## config.mk

```make
export PLATFORM = sky130hd
export DESIGN_NAME = firmware_update_receiver
export DESIGN_NICKNAME = d
export VERILOG_FILES = /design/src/hw/rtl/fwu_pkg.sv /design/src/hw/rtl/fwu_crc32.sv /design/src/hw/rtl/fwu_ctrl.sv /design/src/hw/rtl/fwu_resp_reg.sv /design/src/hw/rtl/firmware_update_receiver.sv
export SDC_FILE = /design/constraint.sdc
export NUM_CORES = 1
export LEC_CHECK = 0
export BUFFER_PORTS_ARGS = -buffer_cell sky130_fd_sc_hd__buf_4
export CELL_PAD_IN_SITES_DETAIL_PLACEMENT = 0
export CELL_PAD_IN_SITES_GLOBAL_PLACEMENT = 1
export CORE_MARGIN = 5
export CORE_UTILIZATION = 40
export CTS_CLUSTER_DIAMETER = 200
export DETAILED_ROUTE_END_ITERATION = 12
export GPL_ROUTABILITY_DRIVEN = 0
export PLACE_DENSITY_LB_ADDON = 0.1
export SLEW_MARGIN = 20
export SYNTH_ARGS = -nofsm -noshare
export SYNTH_HDL_FRONTEND = slang
export SYNTH_SLANG_ARGS = --single-unit
```

## constraint.sdc

```tcl
create_clock -name clk_i -period 4.4 [get_ports clk_i]
set_input_delay 0.44 -clock clk_i [delete_from_list [all_inputs] [get_ports clk_i]]
set_output_delay 0.44 -clock clk_i [all_outputs]
set_load 0.02 [all_outputs]
```

## src/hw/rtl/fwu_pkg.sv

```systemverilog
// ----------------------------------------------------------------------------
// Firmware update receiver package
// Shared types, codes and the byte-wide CRC-32 step.
// ----------------------------------------------------------------------------
package fwu_pkg;

  localparam int unsigned BlockSize  = 4096;
  localparam int unsigned BlockShift = $clog2(BlockSize);

  localparam logic [31:0] CrcPoly = 32'hEDB8_8320;
  localparam logic [31:0] CrcSeed = 32'hFFFF_FFFF;

  localparam logic [31:0] MaxImageReset    = 32'd8388608;
  localparam logic [31:0] StagingBaseReset = 32'd0;

  localparam logic [12:0] StartMinLen  = 13'd9;
  localparam logic [12:0] HeaderMinLen = 13'd3;

  localparam logic [31:0] ErrTooLarge   = 32'd0;
  localparam logic [31:0] ErrWriteFail  = 32'd1;
  localparam logic [31:0] ErrCopyFail   = 32'd2;

  typedef enum logic [2:0] {
    CmdStart  = 3'd0,
    CmdHeader = 3'd1,
    CmdByte   = 3'd2,
    CmdVerify = 3'd3,
    CmdFinish = 3'd4,
    CmdAbort  = 3'd5
  } cmd_e;

  typedef enum logic [1:0] {
    KindAck  = 2'd0,
    KindData = 2'd1,
    KindNack = 2'd2
  } kind_e;

  typedef enum logic [1:0] {
    ActNone    = 2'd0,
    ActErase   = 2'd1,
    ActRestore = 2'd2,
    ActReboot  = 2'd3
  } action_e;

  typedef enum logic {
    RegMaxImage    = 1'b0,
    RegStagingBase = 1'b1
  } reg_idx_e;

  typedef struct packed {
    kind_e       kind;
    logic [2:0]  len;
    logic [31:0] word;
    logic [31:0] addr;
    action_e     action;
  } resp_t;

  typedef struct packed {
    logic seed;
    logic update;
  } crc_ctrl_t;

  function automatic logic [31:0] crc32_byte(logic [31:0] crc, logic [7:0] data);
    logic [31:0] c;
    c = crc ^ {24'd0, data};
    for (int i = 0; i < 8; i++) begin
      c = (c >> 1) ^ (c[0] ? CrcPoly : 32'd0);
    end
    return c;
  endfunction

endpackage

```

## src/hw/rtl/fwu_crc32.sv

```systemverilog
// ----------------------------------------------------------------------------
// Firmware update CRC-32 register
// Holds the running reflected CRC-32; seeds it or folds in one byte a cycle.
// ----------------------------------------------------------------------------
module fwu_crc32 (
  input  logic                clk_i,
  input  logic                rst_ni,
  input  fwu_pkg::crc_ctrl_t  ctrl_i,
  input  logic [7:0]          data_i,
  output logic [31:0]         crc_o
);

  logic [31:0] crc_q, crc_d;

  always_comb begin
    crc_d = crc_q;
    if (ctrl_i.seed) begin
      crc_d = fwu_pkg::CrcSeed;
    end else if (ctrl_i.update) begin
      crc_d = fwu_pkg::crc32_byte(crc_q, data_i);
    end
  end

  always_ff @(posedge clk_i or negedge rst_ni) begin
    if (!rst_ni) begin
      crc_q <= fwu_pkg::CrcSeed;
    end else begin
      crc_q <= crc_d;
    end
  end

  assign crc_o = crc_q;

endmodule

```

## src/hw/rtl/fwu_ctrl.sv

```systemverilog
// ----------------------------------------------------------------------------
// Firmware update session control
// Decodes each command transaction, updates session state and forms the reply, if any.
// ----------------------------------------------------------------------------
module fwu_ctrl (
  input  logic               clk_i,
  input  logic               rst_ni,
  input  logic               cfg_we_i,
  input  logic               cfg_idx_i,
  input  logic [31:0]        cfg_wdata_i,
  input  logic               accept_i,
  input  logic [2:0]         cmd_i,
  input  logic [12:0]        frame_len_i,
  input  logic [31:0]        image_size_i,
  input  logic [31:0]        expected_crc_i,
  input  logic [15:0]        block_index_i,
  input  logic               write_ok_i,
  input  logic               last_byte_i,
  input  logic               copy_ok_i,
  input  logic [31:0]        crc_i,
  output fwu_pkg::crc_ctrl_t crc_ctrl_o,
  output logic               res_valid_o,
  output fwu_pkg::resp_t     res_o
);

  logic [31:0] max_image_q, staging_base_q;
  logic        active_q, active_d;
  logic        crc_en_q, crc_en_d;
  logic [31:0] target_crc_q, target_crc_d;
  logic [15:0] block_total_q, block_total_d;
  logic [15:0] blocks_done_q, blocks_done_d;

  logic [32:0] size_round;
  logic [32:0] nblk;
  logic [15:0] nblk_sat;
  logic [31:0] blk_offset;
  logic [31:0] crc_final;
  fwu_pkg::crc_ctrl_t crc_ctrl;

  assign size_round = {1'b0, image_size_i} + 33'(fwu_pkg::BlockSize - 1);
  assign nblk       = size_round >> fwu_pkg::BlockShift;
  assign nblk_sat   = (|nblk[32:16]) ? 16'hFFFF : nblk[15:0];
  assign blk_offset = 32'({16'd0, block_index_i} << fwu_pkg::BlockShift);
  assign crc_final  = ~crc_i;

  always_comb begin
    active_d      = active_q;
    crc_en_d      = crc_en_q;
    target_crc_d  = target_crc_q;
    block_total_d = block_total_q;
    blocks_done_d = blocks_done_q;
    crc_ctrl      = '0;
    res_valid_o   = 1'b0;
    res_o         = '0;
    res_o.kind    = fwu_pkg::KindAck;
    res_o.action  = fwu_pkg::ActNone;
    unique case (fwu_pkg::cmd_e'(cmd_i))
      fwu_pkg::CmdStart: begin
        if (frame_len_i >= fwu_pkg::StartMinLen) begin
          target_crc_d = expected_crc_i;
          res_valid_o  = 1'b1;
          if (image_size_i == 32'd0 || image_size_i > max_image_q) begin
            res_o.kind = fwu_pkg::KindNack;
            res_o.len  = 3'd1;
            res_o.word = fwu_pkg::ErrTooLarge;
          end else begin
            active_d      = 1'b1;
            crc_en_d      = 1'b0;
            blocks_done_d = 16'd0;
            block_total_d = nblk_sat;
            crc_ctrl.seed = 1'b1;
            res_o.kind    = fwu_pkg::KindData;
            res_o.len     = 3'd4;
            res_o.word    = {nblk_sat, 16'(fwu_pkg::BlockSize)};
            res_o.action  = fwu_pkg::ActErase;
          end
        end
      end
      fwu_pkg::CmdHeader: begin
        crc_en_d = 1'b0;
        if (active_q && frame_len_i >= fwu_pkg::HeaderMinLen &&
            block_index_i < block_total_q) begin
          res_valid_o = 1'b1;
          if (!write_ok_i) begin
            res_o.kind = fwu_pkg::KindNack;
            res_o.len  = 3'd1;
            res_o.word = fwu_pkg::ErrWriteFail;
          end else begin
            res_o.kind = fwu_pkg::KindData;
            res_o.len  = 3'd2;
            res_o.word = {16'd0, block_index_i};
            res_o.addr = staging_base_q + blk_offset;
            if (block_index_i == blocks_done_q) begin
              blocks_done_d = blocks_done_q + 16'd1;
              crc_en_d      = (frame_len_i != fwu_pkg::HeaderMinLen);
            end
          end
        end
      end
      fwu_pkg::CmdByte: begin
        if (active_q && crc_en_q) begin
          crc_ctrl.update = 1'b1;
          if (last_byte_i) begin
            crc_en_d = 1'b0;
          end
        end
      end
      fwu_pkg::CmdVerify: begin
        if (active_q) begin
          res_valid_o = 1'b1;
          res_o.kind  = (crc_final == target_crc_q) ? fwu_pkg::KindData
                                                    : fwu_pkg::KindNack;
          res_o.len   = 3'd4;
          res_o.word  = crc_final;
        end
      end
      fwu_pkg::CmdFinish: begin
        if (active_q) begin
          res_valid_o = 1'b1;
          if (copy_ok_i) begin
            res_o.action = fwu_pkg::ActReboot;
          end else begin
            active_d     = 1'b0;
            crc_en_d     = 1'b0;
            res_o.kind   = fwu_pkg::KindNack;
            res_o.len    = 3'd1;
            res_o.word   = fwu_pkg::ErrCopyFail;
            res_o.action = fwu_pkg::ActRestore;
          end
        end
      end
      fwu_pkg::CmdAbort: begin
        if (active_q) begin
          res_valid_o  = 1'b1;
          active_d     = 1'b0;
          crc_en_d     = 1'b0;
          res_o.action = fwu_pkg::ActRestore;
        end
      end
      default: begin
      end
    endcase
  end

  assign crc_ctrl_o.seed   = crc_ctrl.seed & accept_i;
  assign crc_ctrl_o.update = crc_ctrl.update & accept_i;

  always_ff @(posedge clk_i or negedge rst_ni) begin
    if (!rst_ni) begin
      max_image_q    <= fwu_pkg::MaxImageReset;
      staging_base_q <= fwu_pkg::StagingBaseReset;
    end else if (cfg_we_i) begin
      unique case (fwu_pkg::reg_idx_e'(cfg_idx_i))
        fwu_pkg::RegMaxImage:    max_image_q    <= cfg_wdata_i;
        fwu_pkg::RegStagingBase: staging_base_q <= cfg_wdata_i;
        default: begin
        end
      endcase
    end
  end

  always_ff @(posedge clk_i or negedge rst_ni) begin
    if (!rst_ni) begin
      active_q      <= 1'b0;
      crc_en_q      <= 1'b0;
      target_crc_q  <= 32'd0;
      block_total_q <= 16'd0;
      blocks_done_q <= 16'd0;
    end else if (accept_i) begin
      active_q      <= active_d;
      crc_en_q      <= crc_en_d;
      target_crc_q  <= target_crc_d;
      block_total_q <= block_total_d;
      blocks_done_q <= blocks_done_d;
    end
  end

`ifndef SYNTHESIS
  a_crc_ctrl_excl: assert property (@(posedge clk_i) disable iff (!rst_ni)
    !(crc_ctrl_o.seed && crc_ctrl_o.update))
    else $error("crc seed and update together");

  a_update_in_session: assert property (@(posedge clk_i) disable iff (!rst_ni)
    crc_ctrl_o.update |-> (active_q && crc_en_q))
    else $error("crc update outside an armed block");

  a_done_bounded: assert property (@(posedge clk_i) disable iff (!rst_ni)
    (accept_i && active_q && blocks_done_d != blocks_done_q && !crc_ctrl_o.seed)
      |-> (blocks_done_q < block_total_q))
    else $error("blocks_done advanced past block_total");
`endif

endmodule

```

## src/hw/rtl/fwu_resp_reg.sv

```systemverilog
// ----------------------------------------------------------------------------
// Firmware update reply register
// Holds one reply transaction until the consumer takes it.
// ----------------------------------------------------------------------------
module fwu_resp_reg (
  input  logic           clk_i,
  input  logic           rst_ni,
  input  logic           push_i,
  input  fwu_pkg::resp_t data_i,
  output logic           space_o,
  output logic           valid_o,
  input  logic           ready_i,
  output fwu_pkg::resp_t data_o
);

  logic           valid_q, valid_d;
  fwu_pkg::resp_t data_q;

  assign space_o = !valid_q || ready_i;

  always_comb begin
    valid_d = valid_q;
    if (push_i) begin
      valid_d = 1'b1;
    end else if (ready_i) begin
      valid_d = 1'b0;
    end
  end

  always_ff @(posedge clk_i or negedge rst_ni) begin
    if (!rst_ni) begin
      valid_q <= 1'b0;
    end else begin
      valid_q <= valid_d;
    end
  end

  always_ff @(posedge clk_i) begin
    if (push_i) begin
      data_q <= data_i;
    end
  end

  assign valid_o = valid_q;
  assign data_o  = data_q;

`ifndef SYNTHESIS
  a_push_has_space: assert property (@(posedge clk_i) disable iff (!rst_ni)
    push_i |-> space_o)
    else $error("reply pushed into an occupied register");

  a_hold_stalled: assert property (@(posedge clk_i) disable iff (!rst_ni)
    (valid_q && !ready_i) |=> (valid_q && $stable(data_q)))
    else $error("stalled reply lost or changed");

  a_push_shows: assert property (@(posedge clk_i) disable iff (!rst_ni)
    push_i |=> valid_q)
    else $error("pushed reply not presented");
`endif

endmodule

```

## src/hw/rtl/firmware_update_receiver.sv

```systemverilog
// ----------------------------------------------------------------------------
// Firmware update receiver
// Command stream decoder with CRC-32 image check and a registered reply.
//
//   channel  direction  handshake                  payload
//   in       input      in_valid_i / in_ready_o    cmd .. copy_ok
//   out      output     out_valid_o / out_ready_i  resp_kind .. action
//   cfg      input      cfg_we_i                   cfg_idx_i, cfg_wdata_i
//
// One command transaction is taken per cycle while in_ready_o is high; its
// reply, if any, appears from the reply register in the next cycle. in_ready_o
// is low only while a reply waits and out_ready_i is low. Reset clears the
// session and seeds the CRC; the block is ready straight out of reset.
// ----------------------------------------------------------------------------
module firmware_update_receiver (
  input  logic        clk_i,
  input  logic        rst_ni,
  input  logic        cfg_we_i,
  input  logic        cfg_idx_i,
  input  logic [31:0] cfg_wdata_i,
  input  logic        in_valid_i,
  output logic        in_ready_o,
  input  logic [2:0]  cmd_i,
  input  logic [12:0] frame_len_i,
  input  logic [31:0] image_size_i,
  input  logic [31:0] expected_crc_i,
  input  logic [15:0] block_index_i,
  input  logic        write_ok_i,
  input  logic [7:0]  data_byte_i,
  input  logic        last_byte_i,
  input  logic        copy_ok_i,
  output logic        out_valid_o,
  input  logic        out_ready_i,
  output logic [1:0]  resp_kind_o,
  output logic [2:0]  resp_len_o,
  output logic [31:0] resp_word_o,
  output logic [31:0] flash_addr_o,
  output logic [1:0]  action_o
);

  logic               accept;
  logic               res_valid;
  logic               space;
  logic [31:0]        crc;
  fwu_pkg::crc_ctrl_t crc_ctrl;
  fwu_pkg::resp_t     res;
  fwu_pkg::resp_t     resp;

  assign in_ready_o = space;
  assign accept     = in_valid_i && space;

  fwu_ctrl u_ctrl (
    .clk_i          (clk_i),
    .rst_ni         (rst_ni),
    .cfg_we_i       (cfg_we_i),
    .cfg_idx_i      (cfg_idx_i),
    .cfg_wdata_i    (cfg_wdata_i),
    .accept_i       (accept),
    .cmd_i          (cmd_i),
    .frame_len_i    (frame_len_i),
    .image_size_i   (image_size_i),
    .expected_crc_i (expected_crc_i),
    .block_index_i  (block_index_i),
    .write_ok_i     (write_ok_i),
    .last_byte_i    (last_byte_i),
    .copy_ok_i      (copy_ok_i),
    .crc_i          (crc),
    .crc_ctrl_o     (crc_ctrl),
    .res_valid_o    (res_valid),
    .res_o          (res)
  );

  fwu_crc32 u_crc (
    .clk_i  (clk_i),
    .rst_ni (rst_ni),
    .ctrl_i (crc_ctrl),
    .data_i (data_byte_i),
    .crc_o  (crc)
  );

  fwu_resp_reg u_resp (
    .clk_i   (clk_i),
    .rst_ni  (rst_ni),
    .push_i  (accept && res_valid),
    .data_i  (res),
    .space_o (space),
    .valid_o (out_valid_o),
    .ready_i (out_ready_i),
    .data_o  (resp)
  );

  assign resp_kind_o  = resp.kind;
  assign resp_len_o   = resp.len;
  assign resp_word_o  = resp.word;
  assign flash_addr_o = resp.addr;
  assign action_o     = resp.action;

endmodule

```

## Word-level counts from Yosys, hierarchy flattened

Cells that the tools add are included.

| word-level totals | value |
|---|---|
| bits in registers | 234 |
| latch bits | 0 |
| memory bits (writable) | 0 |
| memory bits (read-only) | 0 |
| bits of input ports | 145 |
| output and inout bits | 73 |
| word-level logic and storage cells | 138 |
| memories | 0 |

| operators by class | value |
|---|---|
| add/subtract/negate cells | 3 |
| $mul | 0 |
| div/mod/pow operators | 0 |
| $lt $le $gt $ge | 4 |
| eq/ne operators | 18 |
| shift-type cells | 0 |
| muxes and demuxes | 60 |
| bitwise operators | 14 |
| reductions and logical operators | 25 |

Operators by type and width:

| cell | number |
|---|---|
| $mux W32 | 11 |
| $xor A31 B32 Y32 | 8 |
| $mux W37 | 6 |
| $pmux W37 S4 | 1 |
| $mux W16 | 6 |
| $mux W69 | 1 |
| $add A32 B12 Y33 const B | 1 |
| $add A32 B28 Y32 | 1 |
| $eq A32 B32 Y1 | 1 |
| $gt A32 B32 Y1 | 1 |
| $logic_not A32 Y1 | 1 |
| $not A32 Y32 | 1 |
| $pmux W16 S2 | 1 |
| $xor A32 B8 Y32 | 1 |
| $mux W1 | 26 |
| $add A16 B1 Y16 const B | 1 |
| $eq A16 B16 Y1 | 1 |
| $lt A16 B16 Y1 | 1 |
| $ge A13 B2 Y1 const B | 1 |
| $ge A13 B4 Y1 const B | 1 |
| $ne A13 B2 Y1 const B | 1 |
| $ne A2 B1 Y1 const B | 6 |
| $reduce_and A9 Y1 | 1 |
| $mux W2 | 4 |
| other kinds (22) | 40 |

## Longest topological paths before layout

Gate-level depths: netlist of run 1.

| logic depth | value |
|---|---|
| depth after elaboration | 19 |
| depth in mapped cells | 12 |
| mapped depth without buffers | 11 |

## Modules after synthesis

Synthesis of run 1 repeated with hierarchy kept, for this count alone.

| second synthesis, totals | value |
|---|---|
| cells, all modules | 1201 |
| area, all modules | 13091.3 µm² |

By module, submodules not included:

| module | times used | cells each | area an instance (µm²) | seq. area each (µm²) |
|---|---|---|---|---|
| fwu_ctrl | 1 | 938 | 8764.7 | 3254.4 |
| fwu_resp_reg | 1 | 74 | 2179.6 | 2157.1 |
| fwu_crc32 | 1 | 187 | 2134.5 | 840.8 |
| firmware_update_receiver | 1 | 2 | 12.5 | 0.0 |

## Worst setup path after synthesis of run 1

No wires, ideal clock.

| timing | value |
|---|---|
| kind | input to register |
| from | input port block_index_i[14] |
| to | register u_resp.data_q (netlist bit u_resp.data_o[0]), enable pin |
| library setup time | 0.437 ns |
| arrival | 3.773 ns |
| data required time | 3.963 ns |
| path slack | 0.190 ns |
| stages on the path | 8 |
| buffers on the path | 0 |
| path through | ha_1 > a21oi_2 > nor2b_1 > or4b_4 > a211o_4 > a2bb2oi_1 > o21ai_0 > and2_1 |

| on the way | value |
|---|---|
| cells in the longest elaborated chain, start to end | 5 |

Ends and longest elaborated chain:

| element | line | source |
|---|---|---|
| start, declared | firmware_update_receiver.sv:27 | `input logic [15:0] block_index_i,` |
| $lt A16 B16 Y1 | fwu_ctrl.sv:82 | `block_index_i < block_total_q) begin` |
| $logic_and A1 B1 Y1 | fwu_ctrl.sv:81 | `if (active_q && frame_len_i >= fwu_pkg::HeaderMinLen &&` |
| $mux W1 | fwu_ctrl.sv:81 |  |
| $pmux W1 S3 | fwu_ctrl.sv:57 | `unique case (fwu_pkg::cmd_e'(cmd_i))` |
| $logic_and A1 B1 Y1 | firmware_update_receiver.sv:84 | `.push_i (accept && res_valid),` |
| named net u_resp.push_i | fwu_resp_reg.sv:8 | `input logic push_i,` |
| end signal, assigned | fwu_resp_reg.sv:40 | `data_q <= data_i;` |
| end, declared | fwu_resp_reg.sv:17 | `fwu_pkg::resp_t data_q;` |

The timed path passes the listed nets, and every way through them passes these cells.
A chain may end at the register's enable or synchronous reset.

## Final worst setup path of run 1

| timing | value |
|---|---|
| from | register u_ctrl.max_image_q[23] |
| to | register u_ctrl.blocks_done_q[2] |

| on the way | value |
|---|---|
| cells in the longest elaborated chain, start to end | 4 |

Ends and longest elaborated chain:

| element | line | source |
|---|---|---|
| start, declared | fwu_ctrl.sv:26 | `logic [31:0] max_image_q, staging_base_q;` |
| start signal, assigned | fwu_ctrl.sv:150 | `max_image_q <= fwu_pkg::MaxImageReset;` |
| start signal, assigned | fwu_ctrl.sv:154 | `fwu_pkg::RegMaxImage: max_image_q <= cfg_wdata_i;` |
| $gt A32 B32 Y1 | fwu_ctrl.sv:62 | `if (image_size_i == 32'd0 \|\| image_size_i > max_image_q) begin` |
| $logic_or A1 B1 Y1 | fwu_ctrl.sv:62 |  |
| $ne A2 B2 Y1 (no source line) | - |  |
| $reduce_and A7 Y1 (no source line) | - |  |
| end signal, assigned | fwu_ctrl.sv:174 | `blocks_done_q <= blocks_done_d;` |
| end, declared | fwu_ctrl.sv:31 | `logic [15:0] blocks_done_q, blocks_done_d;` |

Every way passes these cells.

==> results of run 1 <==
==> how the worst max path moves through the flow <==
stage | from | to | slack [ns] | cells past startpoint
global placement | image_size_i[31] | u_ctrl.blocks_done_q[2]$_DFFE_PN0P_ | 0.94 | 9
CTS | u_ctrl.max_image_q[23]$_DFFE_PN1P_ | u_ctrl.blocks_done_q[2]$_DFFE_PN0P_ | 0.99 | 9
detailed placement | image_size_i[30] | u_ctrl.blocks_done_q[2]$_DFFE_PN0P_ | 0.86 | 9
finish | u_ctrl.max_image_q[23]$_DFFE_PN1P_ | u_ctrl.blocks_done_q[2]$_DFFE_PN0P_ | 0.94 | 9
global route | u_ctrl.max_image_q[23]$_DFFE_PN1P_ | u_ctrl.blocks_done_q[2]$_DFFE_PN0P_ | 0.74 | 9
floorplan | block_index_i[14] | u_resp.data_o[0]$_DFFE_PP_ | 0.19 | 8
==> routing by layer <==
layer / track usage [%] / up-vias
li1: - / 4578
met1: 28.45 / 4596
met2: 33.53 / 246
met3: 2.997 / 49
met4: 5.562 / 0
met5: 0 / -
==> final cells by class <==
cell class	instances	area (um2)	share of cell area, %
Clock buffer	35	778.2	4.950
Clock inverter	17	150.1	0.9550
Inverter	62	232.7	1.480
Multi-Input combinational cell	818	6053	38.50
Sequential cell	234	6252	39.77
Tap cell	402	503.0	3.199
Timing Repair Buffer	231	1753	11.15
==> worst min-delay path, stage by stage <==
cell and delay, ns:
buf_4 0.08, nand2_1 0.03, o21ai_0 0.05
==> metrics by stage <==
| step | hold slack [ns] | total power [uW] | cells | util [%] | instance area [um2] |
|---|---|---|---|---|---|
| after floorplan | 0.1444 | 3904 | 1155 | - | 12680 |
| after global placement | 0.4784 | 4469 | 1746 | 47.09 | 14780 |
| after detailed placement | 0.4857 | 4488 | 1746 | 47.09 | 14780 |
| after CTS | 0.08008 | 6817 | 1799 | 50.08 | 15720 |
| after global routing | 0.1000 | 7089 | 1799 | 50.08 | 15720 |
| final | 0.1067 | 6735 | 1799 | 50.08 | 15720 |
==> cell usage in the layout (no fill, tap or decap), types with 13 or more instances in the layout <==
master	Yosys	final
a21o_1	25	25
a21oi_1	36	36
and2_1	28	27
and3_1	13	13
buf_4	0	228
clkbuf_16	0	29
dfrtp_1	130	130
dfstp_2	33	33
edfxtp_1	71	71
ha_1	64	64
inv_1	61	61
mux2_2	66	66
mux2i_1	16	16
nand2_1	104	104
nand4_1	27	27
nor2_1	38	38
nor3_1	19	19
o211ai_1	37	37
o21ai_0	60	60
o22ai_1	19	19
xnor2_1	78	78
xor2_1	65	65
==> Yosys cell counts, types with 2 or more instances <==
library cell  instances  area [um2]
a211oi_1              5       37.54
a21boi_0              2       15.01
a21o_1               25       187.7
a21oi_1              36       180.2
a311o_1               2       20.02
a31oi_1               3       18.77
a41oi_1              11       96.34
and2_1               28       175.2
and3_1               13       81.33
and4_1                4       35.03
buf_1                 4       15.01
buf_2                 6       30.03
clkbuf_1             31       116.4
dfrtp_1             130        3253
dfstp_2              33       867.1
edfxtp_1             71        2132
ha_1                 64       800.8
inv_1                61       229.0
mux2_2               66       743.2
mux2i_1              16       160.2
nand2_1             104       390.4
nand2b_1              9       56.30
nand3_1              11       55.05
nand4_1              27       168.9
nor2_1               38       142.6
nor2b_1               7       43.79
nor3_1               19       95.09
nor4_1               12       75.07
o211a_1               6       60.06
o211ai_1             37       277.8
o21a_1               12       90.09
o21ai_0              60       300.3
o221ai_1              2       17.52
o22ai_1              19       118.9
o31ai_1               3       22.52
or2_2                 6       37.54
or3_1                 3       18.77
or4_4                 2       22.52
xnor2_1              78       683.2
xor2_1               65       569.3
==> registers in the layout, indices dropped and copies added (netlist names) <==
signal / count
u_ctrl.crc_en_q: 1
u_crc.crc_o: 32
u_ctrl.blocks_done_q: 16
u_ctrl.staging_base_q: 32
u_ctrl.max_image_q: 32
u_ctrl.block_total_q: 16
u_resp.valid_o: 1
u_resp.data_o: 71
u_ctrl.target_crc_q: 32
u_ctrl.active_q: 1
==> report_power, final <==
part / internal (uW) / switching (uW) / leakage [uW]
combinational: 791 / 872 / 0.00409
clock: 1370 / 933 / 0.000456
sequential: 2550 / 218 / 0.00257
==> cell families after synthesis <==
logic type	Yosys count	synth area share, %
simple gates	291	11.69
compound gates	237	12.45
flops	234	49.29
fa+ha+maj	65	6.471
buf+inv	103	3.107
mux	82	7.122
xor+xnor	143	9.874
==> impl_metrics.ini, run 1 <==
[run_status]
status = complete, no violations

[hold_path]
hp-class = primary input to flop
hold_start = cfg_wdata_i[28]
holdPathEnd = u_ctrl.max_image_q[28]$_DFFE_PN0P_
hold_path_depth = 3

[clock_network]
cts_resized = 0
cts_max_level = 1
clk_latency_ns = 0.55
post-cts-setup-buffer-count = 0
tritoncts = done
clockBufferDepth = 3
cts_hold_buf = 1
clkSlewWorstSetupHoldPaths_ns = 0.06
clock_sinks = 234
cts_buffers = 28
cts_root_buf = clkbuf_16

[route]
routed.top_layer = met4
vias_per_cell = 5.263
met1_length_um = 16740
drc_errors = 0
ant_nets = 0
wl_met3_um = 1715
met2_wirelength_um = 17280
routed_wl_um = 36780
drtIter0Drc = 595
dr.pass1.iters = 6
wire_per_inst_um = 20.44
num_vias = 9469

[setup_path]
worstPathArrival_ns = 3.82
worstReg2RegEnd = u_ctrl.blocks_done_q[2]$_DFFE_PN0P_
r2r-start = u_ctrl.max_image_q[23]$_DFFE_PN1P_
cpPeakStageDelay_ns = 0.72
r2r_slack_ns = 0.94
cpMaxStageDelayCell = or3b_2
crit_buf_inv = 1
cp_max_fo = 22
cp.required_ns = 4.77
start_kind = flop
path_delay_family = simple AND/OR/NAND/NOR gates
crit_path_end_kind = flop
cp_cell_sequence = inv_1 -> ha_1 -> nand4_1 -> nor4_1 -> nand3_1 -> o21a_1 -> or3b_2 -> nand2_1 -> a41oi_1
path_class = flop to flop
rr_worst_depth = 9

[global_routing]
grt_pass1_wl_um = 56950
antenna_found_initial = 0
grt_max_degree = 76
grt_pass1_vias = 9727
track_usage_pct = 20.44
overflow = 0

[sta]
hold_violations = 0
fmax_ghz = 0.2893
period_minus_slack_ns = 3.456
worst_slew_pin_slew_ns = 0.9379
rsz0062_at_grt = false
final.period_utilization_pct = 78.55
setup_viol = 0
drv_slew = 0
fin_ws_ns = 0.9438
clock_skew_ns = 0.009772
slew_headroom_pct = 37.02
setup_tns_ns = 0

[die]
die-area_um2 = 35370
start_util_pct = 40.41
coreArea_um2 = 31390
rows = 65
fp.dieW_um = 188.1
die_h_um = 188.1
pin_count = 218

[power_and_ir_drop]
p_leak_uw = 0.007117
ir_worst_vdd_uv = 340.0
power_density_nw_per_um2 = 428.4

[finish]
layout.nets = 1585
drive_gt1_share_pct = 28.49
fill_cells = 2919
antenna_cells = 0
area_delta_synth_final_pct = 23.95

[placement]
io_buffers = 217
hpwl_um = 27800
place_ws_ns = 0.8635

[synth]
postSynthAreaPerCell_um2 = 10.98
synth-seq-cells = 234
ys.flop_type = dfrtp_1
synthesis.area_um2 = 12680
ys_types = 64
syn-num-nets = 1365
synthCells = 1155
synth_edf_count = 71
ys_async_sr_fraction_pct = 69.66
ys_warn_count = 0
yosysSeqAreaShare_pct = 49.29

[run]
maxCapViolCount = 0
(Power assumes the default switching activity.)
==> inputs of run 2 (changes only) <==
clock period = 3.1 ns   (was 4.4 ns; I/O delays follow)
==> run 2 against run 1 <==
Power grew 41%. Critical path depth increased by 1. Non-clock buffer count up 77. Register-to-register slack got worse by 0.76 ns. Utilization grew 2.3 points. Die area unchanged. Cell count grew 4.3%. Clock-buffer cell count shrank 2. Largest cell class unchanged. Largest power group unchanged.
==> impl_metrics.ini, run 2 (synthesis results as in run 1) <==
[global_routing]
track_usage_pct = 20.82
grt_pass1_wl_um = 58230
antenna_found_initial = 0
overflow = 0
grt_max_degree = 60
grt_pass1_vias = 9829

[setup_path]
r2r_slack_ns = 0.18
worstReg2RegEnd = u_resp.data_o[68]$_DFFE_PP_
start_kind = flop
rr_worst_depth = 10
cp.required_ns = 3.33
r2r-start = u_ctrl.block_total_q[14]$_DFFE_PN0P_
worstPathArrival_ns = 3.15
path_class = flop to flop
cp_max_fo = 19
crit_path_end_kind = flop

[clock_network]
clock_sinks = 234
clk_latency_ns = 0.55
cts_max_level = 1
clockBufferDepth = 3
cts_root_buf = clkbuf_16
clkSlewWorstSetupHoldPaths_ns = 0.06
cts_buffers = 28
tritoncts = done

[finish]
fill_cells = 2869
layout_commonest_cell = buf_4
seqCellArea_um2 = 6252
largest_register_ffs = 71
finalNonFillerCells = 1876
drive_gt1_share_pct = 28.36
final_area_um2 = 16440
multiInputGateArea_um2 = 6060
area_delta_synth_final_pct = 29.57
layout.nets = 1662
antenna_cells = 0
final_cell_mix = buf_4, dfrtp_1, nand2_1

[sta]
setup_tns_ns = 0
period_minus_slack_ns = 2.917
drv_slew = 0
fmax_ghz = 0.3428
hold_violations = 0
final.period_utilization_pct = 94.10
setup_viol = 0
rsz0062_at_grt = false
worst_slew_pin_slew_ns = 0.9761
clock_skew_ns = 0.01310
slew_headroom_pct = 34.46

[route]
drc_errors = 0
wire_per_inst_um = 20.07
vias_per_cell = 5.190
ant_nets = 0
drtIter0Drc = 582
num_vias = 9736
routed_wl_um = 37650
dr.pass1.iters = 5

[placement]
hpwl_um = 28370
placed_area_um2 = 14980
placed_cells = 1766
io_buffers = 217

[hold_path]
hp-class = primary input to flop
hold_start = cfg_wdata_i[20]
holdPathEnd = u_ctrl.max_image_q[20]$_DFFE_PN0P_
hold_path_depth = 3

[run_status]
status = complete, no violations

[die]
fp.dieW_um = 188.1
start_util_pct = 40.41
rows = 65
coreArea_um2 = 31390
pin_count = 218
die_h_um = 188.1
die-area_um2 = 35370

[power_and_ir_drop]
power_density_nw_per_um2 = 577.7
ir_worst_vdd_uv = 456.2
p_leak_uw = 0.007452

[run]
maxCapViolCount = 0
run 2: cell count changes in the layout (fill, tap and decap cells not counted), sizes merged:
cell         change
bufinv           -1
clkinvlp         -2
buf             +20
clkbuf           -2
dlygate4sd3     +57
clkinv           +3
inv              +2
run 2: through the flow:
step	utilization [%]	power (uW)	hold slack, ns	setup slack [ns]
after floorplan	-	5538	0.01441	0.1163
after global placement	47.73	6382	0.2639	0.08247
after detailed placement	47.73	6415	0.2572	0.08614
after CTS	52.34	9611	0.0006799	0.1691
after global routing	52.36	10020	0.01604	0.04402
final	52.36	9495	0.01550	0.1830
run 2: worst max-delay path, cell delays in order (launching register included):
cell	delay, ns
dfrtp_1	0.36
inv_1	0.07
ha_1	0.25
a21oi_2	0.14
nor2b_1	0.05
or4b_4	0.51
a211o_4	0.36
a2bb2oi_1	0.13
o21ai_0	0.22
and2_4	0.23
buf_4	0.27
run 2: what timing repair did:
item                                    4_1_cts  5_1_grt
buffers inserted                              0        0
gates resized for setup                       0        1
endpoints found under the hold margin       106        0
endpoints found under the setup margin        0        1
hold buffers                                 58        0
run 2: metal layers:
layer  GRT usage [%]  up-vias  routed length [um]
met4           5.138        0                 987
met1           28.77     4692               17120
li1                -     4755                   -
met3           3.351       54                1687
met5               0        -                   0
met2           34.40      235               17860
run 2: worst max path at each step:
stage          slack [ns]                            startpoint  cells after the start                     endpoint
2_1_floorplan        0.12  u_ctrl.block_total_q[14]$_DFFE_PN0P_                      9   u_resp.data_o[0]$_DFFE_PP_
3_3_place_gp         0.08                     block_index_i[14]                     10  u_resp.data_o[38]$_DFFE_PP_
3_5_place_dp         0.09                     block_index_i[14]                     10  u_resp.data_o[40]$_DFFE_PP_
4_1_cts              0.17  u_ctrl.block_total_q[14]$_DFFE_PN0P_                     10  u_resp.data_o[67]$_DFFE_PP_
5_1_grt              0.04  u_ctrl.block_total_q[14]$_DFFE_PN0P_                     10  u_resp.data_o[68]$_DFFE_PP_
6_report             0.18  u_ctrl.block_total_q[14]$_DFFE_PN0P_                     10  u_resp.data_o[68]$_DFFE_PP_
run 2: layout make-up:
class / instances / area share (%)
Clock buffer: 33 / 4.438
Clock inverter: 19 / 0.8222
Inverter: 62 / 1.416
Multi-Input combinational cell: 818 / 36.87
Sequential cell: 234 / 38.04
Tap cell: 402 / 3.060
Timing Repair Buffer: 308 / 15.35
run 2: report_power, final:
part | switching [uW] | total, uW | internal, uW
Clock | 1330 | 3100 | 1770
Combinational | 1260 | 2480 | 1210
Sequential | 301 | 3920 | 3620
